`src/rtl/core/sas_pkg.sv`:
```
// Shared types, codes and defaults of the sprite animation sequencer.
package sas_pkg;

	// Default sizes of the animation table and its fields.
	localparam int unsigned NUM_ANIMATIONS_DEF = 16;
	localparam int unsigned FRAME_BITS_DEF     = 12;
	localparam int unsigned DELAY_BITS_DEF     = 16;

	// Configuration port widths.
	localparam int unsigned CFG_INDEX_W = 2;
	localparam int unsigned CFG_DATA_W  = 7;

	// Configuration register indexes.
	localparam logic [CFG_INDEX_W-1:0] REG_COLUMNS = 2'd0;
	localparam logic [CFG_INDEX_W-1:0] REG_ROWS    = 2'd1;
	localparam logic [CFG_INDEX_W-1:0] REG_REPEAT  = 2'd2;
	localparam logic [CFG_INDEX_W-1:0] REG_IDLE    = 2'd3;

	// Result status codes.
	localparam logic [2:0] ST_OK         = 3'd0;
	localparam logic [2:0] ST_ID_ZERO    = 3'd1;
	localparam logic [2:0] ST_NO_FRAMES  = 3'd2;
	localparam logic [2:0] ST_ZERO_DELAY = 3'd3;
	localparam logic [2:0] ST_OVERFLOW   = 3'd4;
	localparam logic [2:0] ST_DUPLICATE  = 3'd5;
	localparam logic [2:0] ST_UNKNOWN_ID = 3'd6;

	// Item commands.
	typedef enum logic [1:0] {
		CMD_TICK   = 2'd0,
		CMD_PLAY   = 2'd1,
		CMD_DEFINE = 2'd2,
		CMD_NOP    = 2'd3
	} cmd_t;

	// One input item as it arrives.
	typedef struct packed {
		logic [1:0]  cmd;
		logic [15:0] elapsed_ticks;
		logic [3:0]  anim_id;
		logic [11:0] base_frame;
		logic [11:0] frame_count;
		logic [15:0] hold_ticks;
	} in_item_t;

	// One result item.
	typedef struct packed {
		logic [2:0]  status;
		logic        visible;
		logic [5:0]  sheet_column;
		logic [5:0]  sheet_row;
		logic [3:0]  shown_id;
		logic [11:0] shown_frame;
		logic        idling;
	} result_t;

	// A classified item as it waits between the front and the back.
	typedef struct packed {
		cmd_t        op;
		logic [15:0] elapsed_ticks;
		logic [3:0]  anim_id;
		logic [11:0] base_frame;
		logic [11:0] frame_count;
		logic [15:0] hold_ticks;
		logic        id_zero;
		logic        no_frames;
		logic        zero_delay;
		logic        start_zero;
		logic        id_beyond;
	} work_t;

	// One configuration write.
	typedef struct packed {
		logic                   en;
		logic [CFG_INDEX_W-1:0] index;
		logic [CFG_DATA_W-1:0]  data;
	} cfg_wr_t;

endpackage

```
`src/rtl/core/sas_fifo.sv`:
```
// Small register queue used between the parts of the sequencer and at its output.
module sas_fifo #(
	parameter int unsigned WIDTH = 8,
	parameter int unsigned DEPTH = 2
) (
	input  logic             clk,
	input  logic             arst_n,
	input  logic             push,
	output logic             full,
	input  logic [WIDTH-1:0] wdata,
	input  logic             pop,
	output logic             empty,
	output logic [WIDTH-1:0] rdata
);
	localparam int unsigned PTR_W = (DEPTH > 1) ? $clog2(DEPTH) : 1;
	localparam int unsigned CNT_W = $clog2(DEPTH + 1);

	logic [WIDTH-1:0] mem_q [DEPTH];
	logic [PTR_W-1:0] wr_ptr_q;
	logic [PTR_W-1:0] rd_ptr_q;
	logic [CNT_W-1:0] count_q;
	logic             do_push;
	logic             do_pop;

	assign full    = (count_q == CNT_W'(DEPTH));
	assign empty   = (count_q == '0);
	assign do_push = push && !full;
	assign do_pop  = pop && !empty;
	assign rdata   = mem_q[rd_ptr_q];

	// Storage for queued entries.
	always_ff @(posedge clk) begin
		if (do_push) begin
			mem_q[wr_ptr_q] <= wdata;
		end
	end

	// Pointers and fill count.
	always_ff @(posedge clk or negedge arst_n) begin
		if (!arst_n) begin
			wr_ptr_q <= '0;
			rd_ptr_q <= '0;
			count_q  <= '0;
		end else begin
			if (do_push) begin
				wr_ptr_q <= (wr_ptr_q == PTR_W'(DEPTH - 1)) ? '0 : wr_ptr_q + 1'b1;
			end
			if (do_pop) begin
				rd_ptr_q <= (rd_ptr_q == PTR_W'(DEPTH - 1)) ? '0 : rd_ptr_q + 1'b1;
			end
			if (do_push && !do_pop) begin
				count_q <= count_q + 1'b1;
			end else if (do_pop && !do_push) begin
				count_q <= count_q - 1'b1;
			end
		end
	end

endmodule

```
`src/rtl/core/sas_front.sv`:
```
// Front part: accepts items, decodes the command and checks the fixed define rules.
module sas_front #(
	parameter int unsigned NUM_ANIMATIONS = sas_pkg::NUM_ANIMATIONS_DEF,
	parameter int unsigned FRAME_BITS     = sas_pkg::FRAME_BITS_DEF,
	parameter int unsigned DELAY_BITS     = sas_pkg::DELAY_BITS_DEF
) (
	input  logic             clk,
	input  logic             arst_n,
	input  logic             push,
	output logic             full,
	input  sas_pkg::in_item_t item,
	input  logic             deq,
	output logic             avail,
	output sas_pkg::work_t   work
);
	import sas_pkg::*;

	localparam int unsigned CMP_W =
		(($clog2(NUM_ANIMATIONS) > 4) ? $clog2(NUM_ANIMATIONS) : 4) + 1;

	work_t                   work_d;
	logic [$bits(work_t)-1:0] work_bits;
	logic                    q_empty;

	// Classify the item before it is queued.
	always_comb begin
		work_d.op            = cmd_t'(item.cmd);
		work_d.elapsed_ticks = item.elapsed_ticks;
		work_d.anim_id       = item.anim_id;
		work_d.base_frame    = item.base_frame;
		work_d.frame_count   = item.frame_count;
		work_d.hold_ticks    = item.hold_ticks;
		work_d.id_zero       = (item.anim_id == '0);
		work_d.no_frames     = (FRAME_BITS'(item.frame_count) == '0);
		work_d.zero_delay    = (DELAY_BITS'(item.hold_ticks) == '0);
		work_d.start_zero    = (FRAME_BITS'(item.base_frame) == '0);
		work_d.id_beyond     = (CMP_W'(item.anim_id) >= CMP_W'(NUM_ANIMATIONS));
	end

	sas_fifo #(
		.WIDTH($bits(work_t)),
		.DEPTH(2)
	) u_queue (
		.clk   (clk),
		.arst_n(arst_n),
		.push  (push),
		.full  (full),
		.wdata (work_d),
		.pop   (deq),
		.empty (q_empty),
		.rdata (work_bits)
	);

	assign avail = !q_empty;
	assign work  = work_t'(work_bits);

endmodule

```
`src/rtl/core/sas_back.sv`:
```
// Back part: animation table, frame advance loop, row and column divider, result queue.
module sas_back #(
	parameter int unsigned NUM_ANIMATIONS = sas_pkg::NUM_ANIMATIONS_DEF,
	parameter int unsigned FRAME_BITS     = sas_pkg::FRAME_BITS_DEF,
	parameter int unsigned DELAY_BITS     = sas_pkg::DELAY_BITS_DEF
) (
	input  logic             clk,
	input  logic             arst_n,
	input  sas_pkg::cfg_wr_t cfg,
	input  logic             avail,
	output logic             deq,
	input  sas_pkg::work_t   work,
	output logic             empty,
	input  logic             pop,
	output sas_pkg::result_t result
);
	import sas_pkg::*;

	localparam int unsigned IW    = (NUM_ANIMATIONS > 1) ? $clog2(NUM_ANIMATIONS) : 1;
	localparam int unsigned CW    = ((IW > 4) ? IW : 4) + 1;
	localparam int unsigned AW    = ((DELAY_BITS > 17) ? DELAY_BITS : 17) + 1;
	localparam int unsigned PW    = FRAME_BITS + 1;
	localparam int unsigned CNW   = $clog2(PW);
	localparam int unsigned XW    = ((PW > 14) ? PW : 14) + 1;

	typedef enum logic [2:0] {
		S_IDLE,
		S_EXEC,
		S_LOAD,
		S_STEP,
		S_POS,
		S_DIV
	} state_t;

	// Animation table memory.
	logic [FRAME_BITS-1:0] mem_start [NUM_ANIMATIONS];
	logic [FRAME_BITS-1:0] mem_count [NUM_ANIMATIONS];
	logic [DELAY_BITS-1:0] mem_delay [NUM_ANIMATIONS];
	logic [FRAME_BITS-1:0] rd_start_q;
	logic [FRAME_BITS-1:0] rd_count_q;
	logic [DELAY_BITS-1:0] rd_delay_q;

	state_t                state_q;
	work_t                 work_q;
	logic [NUM_ANIMATIONS-1:0] valid_q;
	logic [AW-1:0]         accum_q;
	logic [3:0]            cur_q;
	logic [FRAME_BITS-1:0] frame_q;
	logic                  idle_q;
	logic [6:0]            cols_q;
	logic [6:0]            rows_q;
	logic                  repeat_q;
	logic [3:0]            idle_id_q;
	logic [13:0]           total_q;
	logic [2:0]            status_q;
	logic                  tick_q;
	logic [PW-1:0]         pos_q;
	logic [5:0]            rem_q;
	logic [CNW-1:0]        cnt_q;

	logic [13:0]           prod;
	logic [IW-1:0]         cur_idx;
	logic [IW-1:0]         wk_idx;
	logic [FRAME_BITS-1:0] start_m;
	logic [FRAME_BITS-1:0] count_m;
	logic [DELAY_BITS-1:0] delay_m;
	logic [2:0]            def_status;
	logic [2:0]            play_status;
	logic                  mem_we;
	logic                  idle_ok;
	logic [3:0]            idle_new;
	logic [AW-1:0]         delay_x;
	logic [FRAME_BITS-1:0] frame_inc;
	logic [6:0]            rem_sh;
	logic                  ge;
	logic [5:0]            rem_nx;
	logic [PW-1:0]         quot_nx;
	logic                  out_push;
	logic                  out_full;
	result_t               res_d;
	logic [$bits(result_t)-1:0] res_bits;
	logic [3:0]            cfg_idle;
	logic                  cfg_idle_ok;

	function automatic logic in_range(input logic [3:0] id);
		in_range = (CW'(id) < CW'(NUM_ANIMATIONS));
	endfunction

	function automatic logic [6:0] clamp_dim(input logic [6:0] v);
		logic [6:0] r;
		r = v;
		if (v == 7'd0) begin
			r = 7'd1;
		end else if (v > 7'd64) begin
			r = 7'd64;
		end
		clamp_dim = r;
	endfunction

	assign prod      = {7'd0, cols_q} * {7'd0, rows_q};
	assign cur_idx   = IW'(cur_q);
	assign wk_idx    = IW'(work_q.anim_id);
	assign start_m   = FRAME_BITS'(work_q.base_frame);
	assign count_m   = FRAME_BITS'(work_q.frame_count);
	assign delay_m   = DELAY_BITS'(work_q.hold_ticks);
	assign idle_ok   = (idle_id_q != '0) && in_range(idle_id_q) && valid_q[IW'(idle_id_q)];
	assign idle_new  = idle_ok ? idle_id_q : 4'd0;
	assign delay_x   = AW'(rd_delay_q);
	assign frame_inc = frame_q + 1'b1;
	assign cfg_idle  = cfg.data[3:0];
	assign cfg_idle_ok = (cfg_idle != '0) && in_range(cfg_idle) && valid_q[IW'(cfg_idle)];

	// Define checks in priority order.
	always_comb begin
		def_status = ST_OK;
		if (work_q.id_zero) begin
			def_status = ST_ID_ZERO;
		end else if (work_q.no_frames) begin
			def_status = ST_NO_FRAMES;
		end else if (work_q.zero_delay) begin
			def_status = ST_ZERO_DELAY;
		end else if (work_q.start_zero ||
				(XW'(start_m) + XW'(count_m) > XW'(total_q) + XW'(1))) begin
			def_status = ST_OVERFLOW;
		end else if (work_q.id_beyond) begin
			def_status = ST_UNKNOWN_ID;
		end else if (valid_q[wk_idx]) begin
			def_status = ST_DUPLICATE;
		end
	end

	// A play of another animation needs a defined entry.
	always_comb begin
		play_status = ST_OK;
		if (work_q.anim_id != cur_q) begin
			if (work_q.id_zero || work_q.id_beyond || !valid_q[wk_idx]) begin
				play_status = ST_UNKNOWN_ID;
			end
		end
	end

	assign mem_we = (state_q == S_EXEC) && (work_q.op == CMD_DEFINE) && (def_status == ST_OK);

	// Table writes and the registered read of the current entry.
	always_ff @(posedge clk) begin
		if (mem_we) begin
			mem_start[wk_idx] <= start_m;
			mem_count[wk_idx] <= count_m;
			mem_delay[wk_idx] <= delay_m;
		end
		rd_start_q <= mem_start[cur_idx];
		rd_count_q <= mem_count[cur_idx];
		rd_delay_q <= mem_delay[cur_idx];
	end

	// One restoring divider step: sheet position over the column count.
	assign rem_sh  = {rem_q, pos_q[PW-1]};
	assign ge      = (rem_sh >= cols_q);
	assign rem_nx  = 6'(ge ? rem_sh - cols_q : rem_sh);
	assign quot_nx = {pos_q[PW-2:0], ge};

	assign deq      = (state_q == S_IDLE) && avail && !out_full;
	assign out_push = (state_q == S_DIV) && (cnt_q == '0);

	// Result fields of the shown frame.
	always_comb begin
		res_d.status  = status_q;
		res_d.visible = (cur_q != '0);
		res_d.idling  = idle_q;
		if (cur_q != '0) begin
			res_d.sheet_column = rem_nx;
			res_d.sheet_row    = quot_nx[5:0];
			res_d.shown_id     = cur_q;
			res_d.shown_frame  = 12'(frame_q);
		end else begin
			res_d.sheet_column = '0;
			res_d.sheet_row    = '0;
			res_d.shown_id     = '0;
			res_d.shown_frame  = '0;
		end
	end

	// Sequencer state, animation state and configuration registers.
	always_ff @(posedge clk or negedge arst_n) begin
		if (!arst_n) begin
			state_q   <= S_IDLE;
			valid_q   <= '0;
			accum_q   <= '0;
			cur_q     <= '0;
			frame_q   <= '0;
			idle_q    <= 1'b1;
			cols_q    <= 7'd1;
			rows_q    <= 7'd1;
			repeat_q  <= 1'b0;
			idle_id_q <= '0;
			total_q   <= 14'd1;
			status_q  <= ST_OK;
			tick_q    <= 1'b0;
			cnt_q     <= '0;
		end else begin
			total_q <= prod;
			unique case (state_q)
				S_IDLE: begin
					if (deq) begin
						work_q  <= work;
						state_q <= S_EXEC;
					end
				end
				S_EXEC: begin
					state_q  <= S_LOAD;
					tick_q   <= 1'b0;
					status_q <= ST_OK;
					unique case (work_q.op)
						CMD_TICK: begin
							if (cur_q != '0) begin
								accum_q <= accum_q + AW'(work_q.elapsed_ticks);
								tick_q  <= 1'b1;
							end
						end
						CMD_PLAY: begin
							status_q <= play_status;
							if (play_status == ST_OK) begin
								cur_q   <= work_q.anim_id;
								frame_q <= '0;
								accum_q <= '0;
								idle_q  <= 1'b0;
							end
						end
						CMD_DEFINE: begin
							status_q <= def_status;
							if (def_status == ST_OK) begin
								valid_q[wk_idx] <= 1'b1;
							end
						end
						CMD_NOP: ;
						default: ;
					endcase
				end
				S_LOAD: begin
					state_q <= tick_q ? S_STEP : S_POS;
				end
				S_STEP: begin
					// Move one frame while the stored time covers a whole delay.
					if (cur_q == '0 || accum_q < delay_x) begin
						state_q <= S_POS;
					end else begin
						accum_q <= accum_q - delay_x;
						if (frame_inc >= rd_count_q) begin
							frame_q <= '0;
							if (!repeat_q) begin
								idle_q <= 1'b1;
								cur_q  <= idle_new;
								if (idle_new != cur_q) begin
									state_q <= S_LOAD;
								end
							end
						end else begin
							frame_q <= frame_inc;
						end
					end
				end
				S_POS: begin
					pos_q   <= (cur_q != '0) ?
						PW'(rd_start_q) + PW'(frame_q) - PW'(1) : '0;
					rem_q   <= '0;
					cnt_q   <= CNW'(PW - 1);
					state_q <= S_DIV;
				end
				S_DIV: begin
					rem_q <= rem_nx;
					pos_q <= quot_nx;
					if (cnt_q == '0) begin
						state_q <= S_IDLE;
					end else begin
						cnt_q <= cnt_q - 1'b1;
					end
				end
				default: state_q <= S_IDLE;
			endcase

			// Configuration writes must arrive only while no item is in flight; the block itself does not enforce it.
			if (cfg.en) begin
				case (cfg.index)
					REG_COLUMNS: begin
						cols_q  <= clamp_dim(cfg.data);
						valid_q <= '0;
						cur_q   <= '0;
					end
					REG_ROWS: begin
						rows_q  <= clamp_dim(cfg.data);
						valid_q <= '0;
						cur_q   <= '0;
					end
					REG_REPEAT: repeat_q <= cfg.data[0];
					REG_IDLE: begin
						if (cfg_idle != idle_id_q) begin
							idle_id_q <= cfg_idle;
							if (idle_q) begin
								cur_q   <= cfg_idle_ok ? cfg_idle : 4'd0;
								frame_q <= '0;
							end
						end
					end
					default: ;
				endcase
			end
		end
	end

	sas_fifo #(
		.WIDTH($bits(result_t)),
		.DEPTH(2)
	) u_result_q (
		.clk   (clk),
		.arst_n(arst_n),
		.push  (out_push),
		.full  (out_full),
		.wdata (res_d),
		.pop   (pop),
		.empty (empty),
		.rdata (res_bits)
	);

	assign result = result_t'(res_bits);

	// A nonzero current animation always names a defined table entry.
	a_cur_defined: assert property (@(posedge clk) disable iff (!arst_n)
		(cur_q != '0) |-> (in_range(cur_q) && valid_q[cur_idx]))
		else $error("current animation is not a defined entry");

	// A result is only produced when the result queue has room.
	a_push_room: assert property (@(posedge clk) disable iff (!arst_n)
		out_push |-> !out_full)
		else $error("result transfer into a full queue");

	// After the frame advance loop the stored time is below one frame delay.
	a_accum_bound: assert property (@(posedge clk) disable iff (!arst_n)
		(state_q == S_POS && tick_q && cur_q != '0) |-> (accum_q < delay_x))
		else $error("frame advance ended with a whole delay left");

	// An accepted item reaches execution in the next cycle.
	a_exec_follows: assert property (@(posedge clk) disable iff (!arst_n)
		deq |=> (state_q == S_EXEC))
		else $error("accepted item did not start execution");

endmodule

```
`src/rtl/core/sprite_animation_sequencer.sv`:
```
// Top level of the sprite animation sequencer: front decoder, back executor, port wiring.
//
// Plays animations from a sprite sheet: define items store an entry (first frame, frame count,
// frame delay) in a 16-entry table, play items start one, tick items add elapsed ticks and move
// on as many frames as that time covers, falling back to the idle animation or restarting at the
// end. Every item gives one result with the status and the sheet row and column of the shown
// frame. Items enter through a two-entry queue and results leave through another, so each side
// may stall on its own. The back handles one item at a time and finds the sheet row and column
// with a one-bit-per-cycle divider. A tick while an animation is shown also runs the frame
// advance loop, which moves one frame per step and reloads the table entry each time the current
// animation changes at the end of a run.
// Writing the sheet columns or rows clears the table.
module sprite_animation_sequencer #(
	parameter int unsigned NUM_ANIMATIONS = sas_pkg::NUM_ANIMATIONS_DEF,
	parameter int unsigned FRAME_BITS     = sas_pkg::FRAME_BITS_DEF,
	parameter int unsigned DELAY_BITS     = sas_pkg::DELAY_BITS_DEF
) (
	input  logic                           clk,
	input  logic                           arst_n,
	input  logic                           push,
	output logic                           full,
	input  sas_pkg::in_item_t              item,
	output logic                           empty,
	input  logic                           pop,
	output sas_pkg::result_t               result,
	input  logic                           wr_en,
	input  logic [sas_pkg::CFG_INDEX_W-1:0] wr_index,
	input  logic [sas_pkg::CFG_DATA_W-1:0]  wr_data
);
	import sas_pkg::*;

	cfg_wr_t cfg;
	work_t   work;
	logic    avail;
	logic    deq;

	assign cfg.en    = wr_en;
	assign cfg.index = wr_index;
	assign cfg.data  = wr_data;

	sas_front #(
		.NUM_ANIMATIONS(NUM_ANIMATIONS),
		.FRAME_BITS    (FRAME_BITS),
		.DELAY_BITS    (DELAY_BITS)
	) u_front (
		.clk   (clk),
		.arst_n(arst_n),
		.push  (push),
		.full  (full),
		.item  (item),
		.deq   (deq),
		.avail (avail),
		.work  (work)
	);

	sas_back #(
		.NUM_ANIMATIONS(NUM_ANIMATIONS),
		.FRAME_BITS    (FRAME_BITS),
		.DELAY_BITS    (DELAY_BITS)
	) u_back (
		.clk   (clk),
		.arst_n(arst_n),
		.cfg   (cfg),
		.avail (avail),
		.deq   (deq),
		.work  (work),
		.empty (empty),
		.pop   (pop),
		.result(result)
	);

endmodule

```
`config.mk`:
```
export PLATFORM = sky130hd
export DESIGN_NAME = sprite_animation_sequencer
export DESIGN_NICKNAME = d
export VERILOG_FILES = /design/src/rtl/core/sas_pkg.sv /design/src/rtl/core/sas_fifo.sv /design/src/rtl/core/sas_front.sv /design/src/rtl/core/sas_back.sv /design/src/rtl/core/sprite_animation_sequencer.sv
export SDC_FILE = /design/constraint.sdc
export NUM_CORES = 1
export LEC_CHECK = 0
export BUFFER_PORTS_ARGS = -buffer_cell sky130_fd_sc_hd__buf_2
export CAP_MARGIN = 15
export CORE_ASPECT_RATIO = 0.9
export CORE_UTILIZATION = 40
export DETAILED_ROUTE_END_ITERATION = 10
export PLACE_DENSITY = 0.66
export REMOVE_ABC_BUFFERS = 1
export SETUP_SLACK_MARGIN = 0.05
export SLEW_MARGIN = 20
export SYNTH_ARGS = -nofsm -noshare
export SYNTH_HDL_FRONTEND = slang
export SYNTH_SLANG_ARGS = --single-unit
```
`constraint.sdc`:
```
create_clock -name clk -period 10.65 [get_ports clk]
set_input_delay 1.065 -clock clk [delete_from_list [all_inputs] [get_ports clk]]
set_output_delay 1.065 -clock clk [all_outputs]
set_load 0.005 [all_outputs]
```
==> impl_metrics.py <==
metrics = {
    "drt": {
        "route.detailed.drc": 0,
        "viasPerCell": 5.38,
        "routed_wl_um": 100000,
        "vias": 23805,
        "ant_nets": 0,
        "avgRoutedWirePerCell_um": 22.6,
        "dr.pass1.iters": 5,
        "drt_iter0_markers": 2194,
    },
    "floorplan": {
        "coreArea_mm2": 0.113,
        "die_w_um": 358,
        "num_rows": 117,
        "die_area_mm2": 0.116,
        "start_util": 0.404,
        "die_h_um": 323,
        "num_io_pins": 111,
    },
    "logic_synthesis": {
        "synth_enable_flop_cells": 923,
        "synth_fa_ha_area_frac": 0.0510,
        "synth-simple-area-share": 0.0495,
        "synthMostInstantiatedCell": "edfxtp_1",
        "synth.distinct_cells": 84,
        "synth_area_mm2": 0.0457,
        "yosys.area_share.xor_xnor": 0.0180,
        "yosysTopAreaCell": "edfxtp_1",
        "syn-instance-count": 2687,
        "synth_top_family_by_area": "multiplexers",
        "synth_area_leaders": "edfxtp_1 61%, mux4_2 11%, dfrtp_1 5.4%, ha_1 3.8%, mux2_2 2.7%",
        "synth-compound-area-share": 0.0455,
        "yosysSeqAreaShare": 0.680,
        "synth_top_area_share": 0.606,
        "synthTopCellsByCount": "923 x edfxtp_1, 215 x mux4_2, 157 x inv_1",
        "ys_seq_elements": 1066,
        "avgSynthCellArea_um2": 17.0,
        "synthFlopType": "edfxtp_1",
        "synthMuxAreaShare": 0.134,
        "yosysWarnings": 0,
        "async_flop_share": 0.0966,
    },
    "final_layout": {
        "n_antenna_cell": 0,
        "area_growth_pct": 13.3,
        "fin_nets": 3087,
        "final_cells": 4422,
        "fillers": 9658,
        "drive_gt1_frac": 0.233,
        "fin_util": 0.457,
        "fin_area_mm2": 0.0518,
    },
    "clocking": {
        "holdBufCountCts": 0,
        "cts_made_buffers": 105,
        "numClockSinks": 1066,
        "clk_pin_slew_worst_paths_ns": 0.06,
        "cts_buffer_depth": 3,
        "cts_tree": "yes",
        "root_buffer": "clkbuf_16",
        "h-tree-depth": 3,
        "cts-resized-gates": 0,
        "postCtsSetupBuffers": 0,
        "clock_latency_ns": 0.73,
    },
    "place": {
        "preCtsSetupSlack_ns": 4.72,
        "gp_congestion": 0.830,
        "place_area_mm2": 0.0482,
        "place_inst": 4221,
        "dp_hpwl_um": 62900,
        "portBuffers": 110,
    },
    "critical_path": {
        "crit_type": "reg2reg",
        "timing.rr.start": "u_back.count_m[0]",
        "ff2ff_path_depth": 21,
        "crit_required_ns": 10.99,
        "r2r_end": "u_back.mem_count[1][7]",
        "start_kind": "flop",
        "r2r_slack_ns": 4.64,
        "end_kind": "flop",
        "cp.arrival_ns": 6.35,
        "worst-path-max-fanout": 40,
    },
    "worst_hold_path": {
        "min-delay-path-class": "in2async",
    },
    "power_and_ir_drop": {
        "ir_drop_mv": 0.152,
        "p_leak_nw": 17.9,
        "powerDensity_mw_per_mm2": 254,
    },
    "grt": {
        "grt_pass1_vias": 24144,
        "grt_max_degree": 144,
        "grt_pass1_wl_um": 151000,
        "antenna_found_initial": 2,
        "grt_overflow": 0,
        "grt_use_total": 0.176,
    },
    "sta": {
        "worst_slew_pin_slew_ns": 0.976,
        "finalMaxSlewViolations": 0,
        "finalSetupViolCount": 0,
        "tns_ns": 0,
        "setup_ws_ns": 4.64,
        "fin_crit_ns": 6.01,
        "slew_headroom": 0.349,
        "period_share": 0.564,
        "max_freq_ghz": 0.167,
        "worst_clock_skew_ns": 0.0589,
        "rsz0062_at_grt": "no",
        "final-hold-violation-count": 0,
    },
    "job": {
        "cap_violations": 0,
    },
    "status": {
        "status": "completed",
    },
}
## where the power goes
part	total, mW	switching, mW	internal, mW
registers	5.65	0.481	5.17
logic	3.72	2.03	1.68
clock network	3.78	1.61	2.17
## layout make-up
cell class	instances	area (um2)	area share
multi-input cells	1361	13800	0.266
clock inverters	52	661	0.0128
inverters	158	593	0.0114
repair buffers	150	911	0.0176
well taps	1487	1860	0.0359
clock buffers	148	2900	0.0560
flip-flops and latches	1066	31100	0.601
## per-stage QoR
step	power [mW]	hold WS (ns)
floorplan	8.48	0.442
global placement	9.44	0.465
detailed placement	9.48	0.467
CTS	13.3	0.272
global route	13.9	0.290
finish	13.2	0.300
## cells by family (layout without fill, tap and decap cells)
logic type / Yosys count / count (layout)
compound gates: 313 / 313
fa+ha+maj: 169 / 169
flops: 1066 / 1066
simple gates: 457 / 457
mux: 328 / 328
buf+inv: 260 / 508
xor+xnor: 94 / 94
## state kept, by name, indices dropped and copies added, names as in the netlist, 6 cells and up
name                     count
u_back.mem_delay           256
u_back.mem_count           192
u_back.mem_start           192
u_front.u_queue.mem_q      132
u_back.u_result_q.mem_q     66
u_back.work_q               22
u_back.accum_q              18
u_back.delay_m              16
u_back.rd_delay_q           16
u_back.valid_q              16
u_back.total_q              14
u_back.pos_q                13
u_back.count_m              12
u_back.frame_q              12
u_back.rd_count_q           12
u_back.rd_start_q           12
u_back.start_m              12
u_back.cols_q                7
u_back.rows_q                7
u_back.rem_q                 6
## critical path: stages (launching register included)
cell	delay [ns]
edfxtp_1	0.63
ha_1	0.33
inv_1	0.07
fa_1	0.20
nor2b_1	0.05
o21ai_0	0.19
a21boi_0	0.14
o21ai_0	0.22
a21boi_0	0.16
o21a_1	0.22
or4_1	0.47
o211ai_1	0.12
ha_1	0.27
nand4_1	0.12
nor2_1	0.07
o21ai_0	0.08
o2111ai_1	0.14
a21oi_1	0.40
o21ai_1	0.30
or4_1	0.68
nor2_4	0.14
buf_4	0.59
## how the worst max path moves through the flow
stage	slack, ns	startpoint	cells after the start	to
CTS	4.66	u_back.count_m[0]	21	u_back.mem_start[1][1]
global placement	4.74	u_back.start_m[0]	21	u_back.mem_delay[0][7]
floorplan	2.12	u_back.cur_idx[0]	7	u_back.frame_q[3]
detailed placement	4.72	u_back.start_m[0]	21	u_back.mem_delay[1][2]
global route	4.15	u_back.start_m[0]	21	u_back.mem_start[1][1]
finish	4.64	u_back.count_m[0]	21	u_back.mem_count[1][7]
## layer usage
layer	wire, um	track usage	vias up
met1	44400	0.242	12263
met2	47100	0.279	637
met4	2430	0.0520	2
li1	-	-	10772
met5	20	0	-
met3	5990	0.0374	131
## placed cells by master, fill, tap and decap left out, drive strengths merged, types with 18 or more instances in the layout
master	count
edfxtp	923
mux4	216
inv	164
buf	150
clkbuf	148
nand2	142
ha	140
mux2	109
dfrtp	99
nor2	96
o21ai	83
a21oi	78
xnor2	59
dfxtp	40
nand3	36
xor2	35
and2	32
clkinv	32
fa	29
nor3	27
nor4	26
o21a	18
a22o	18
Power figures use the tool's default switching activity.
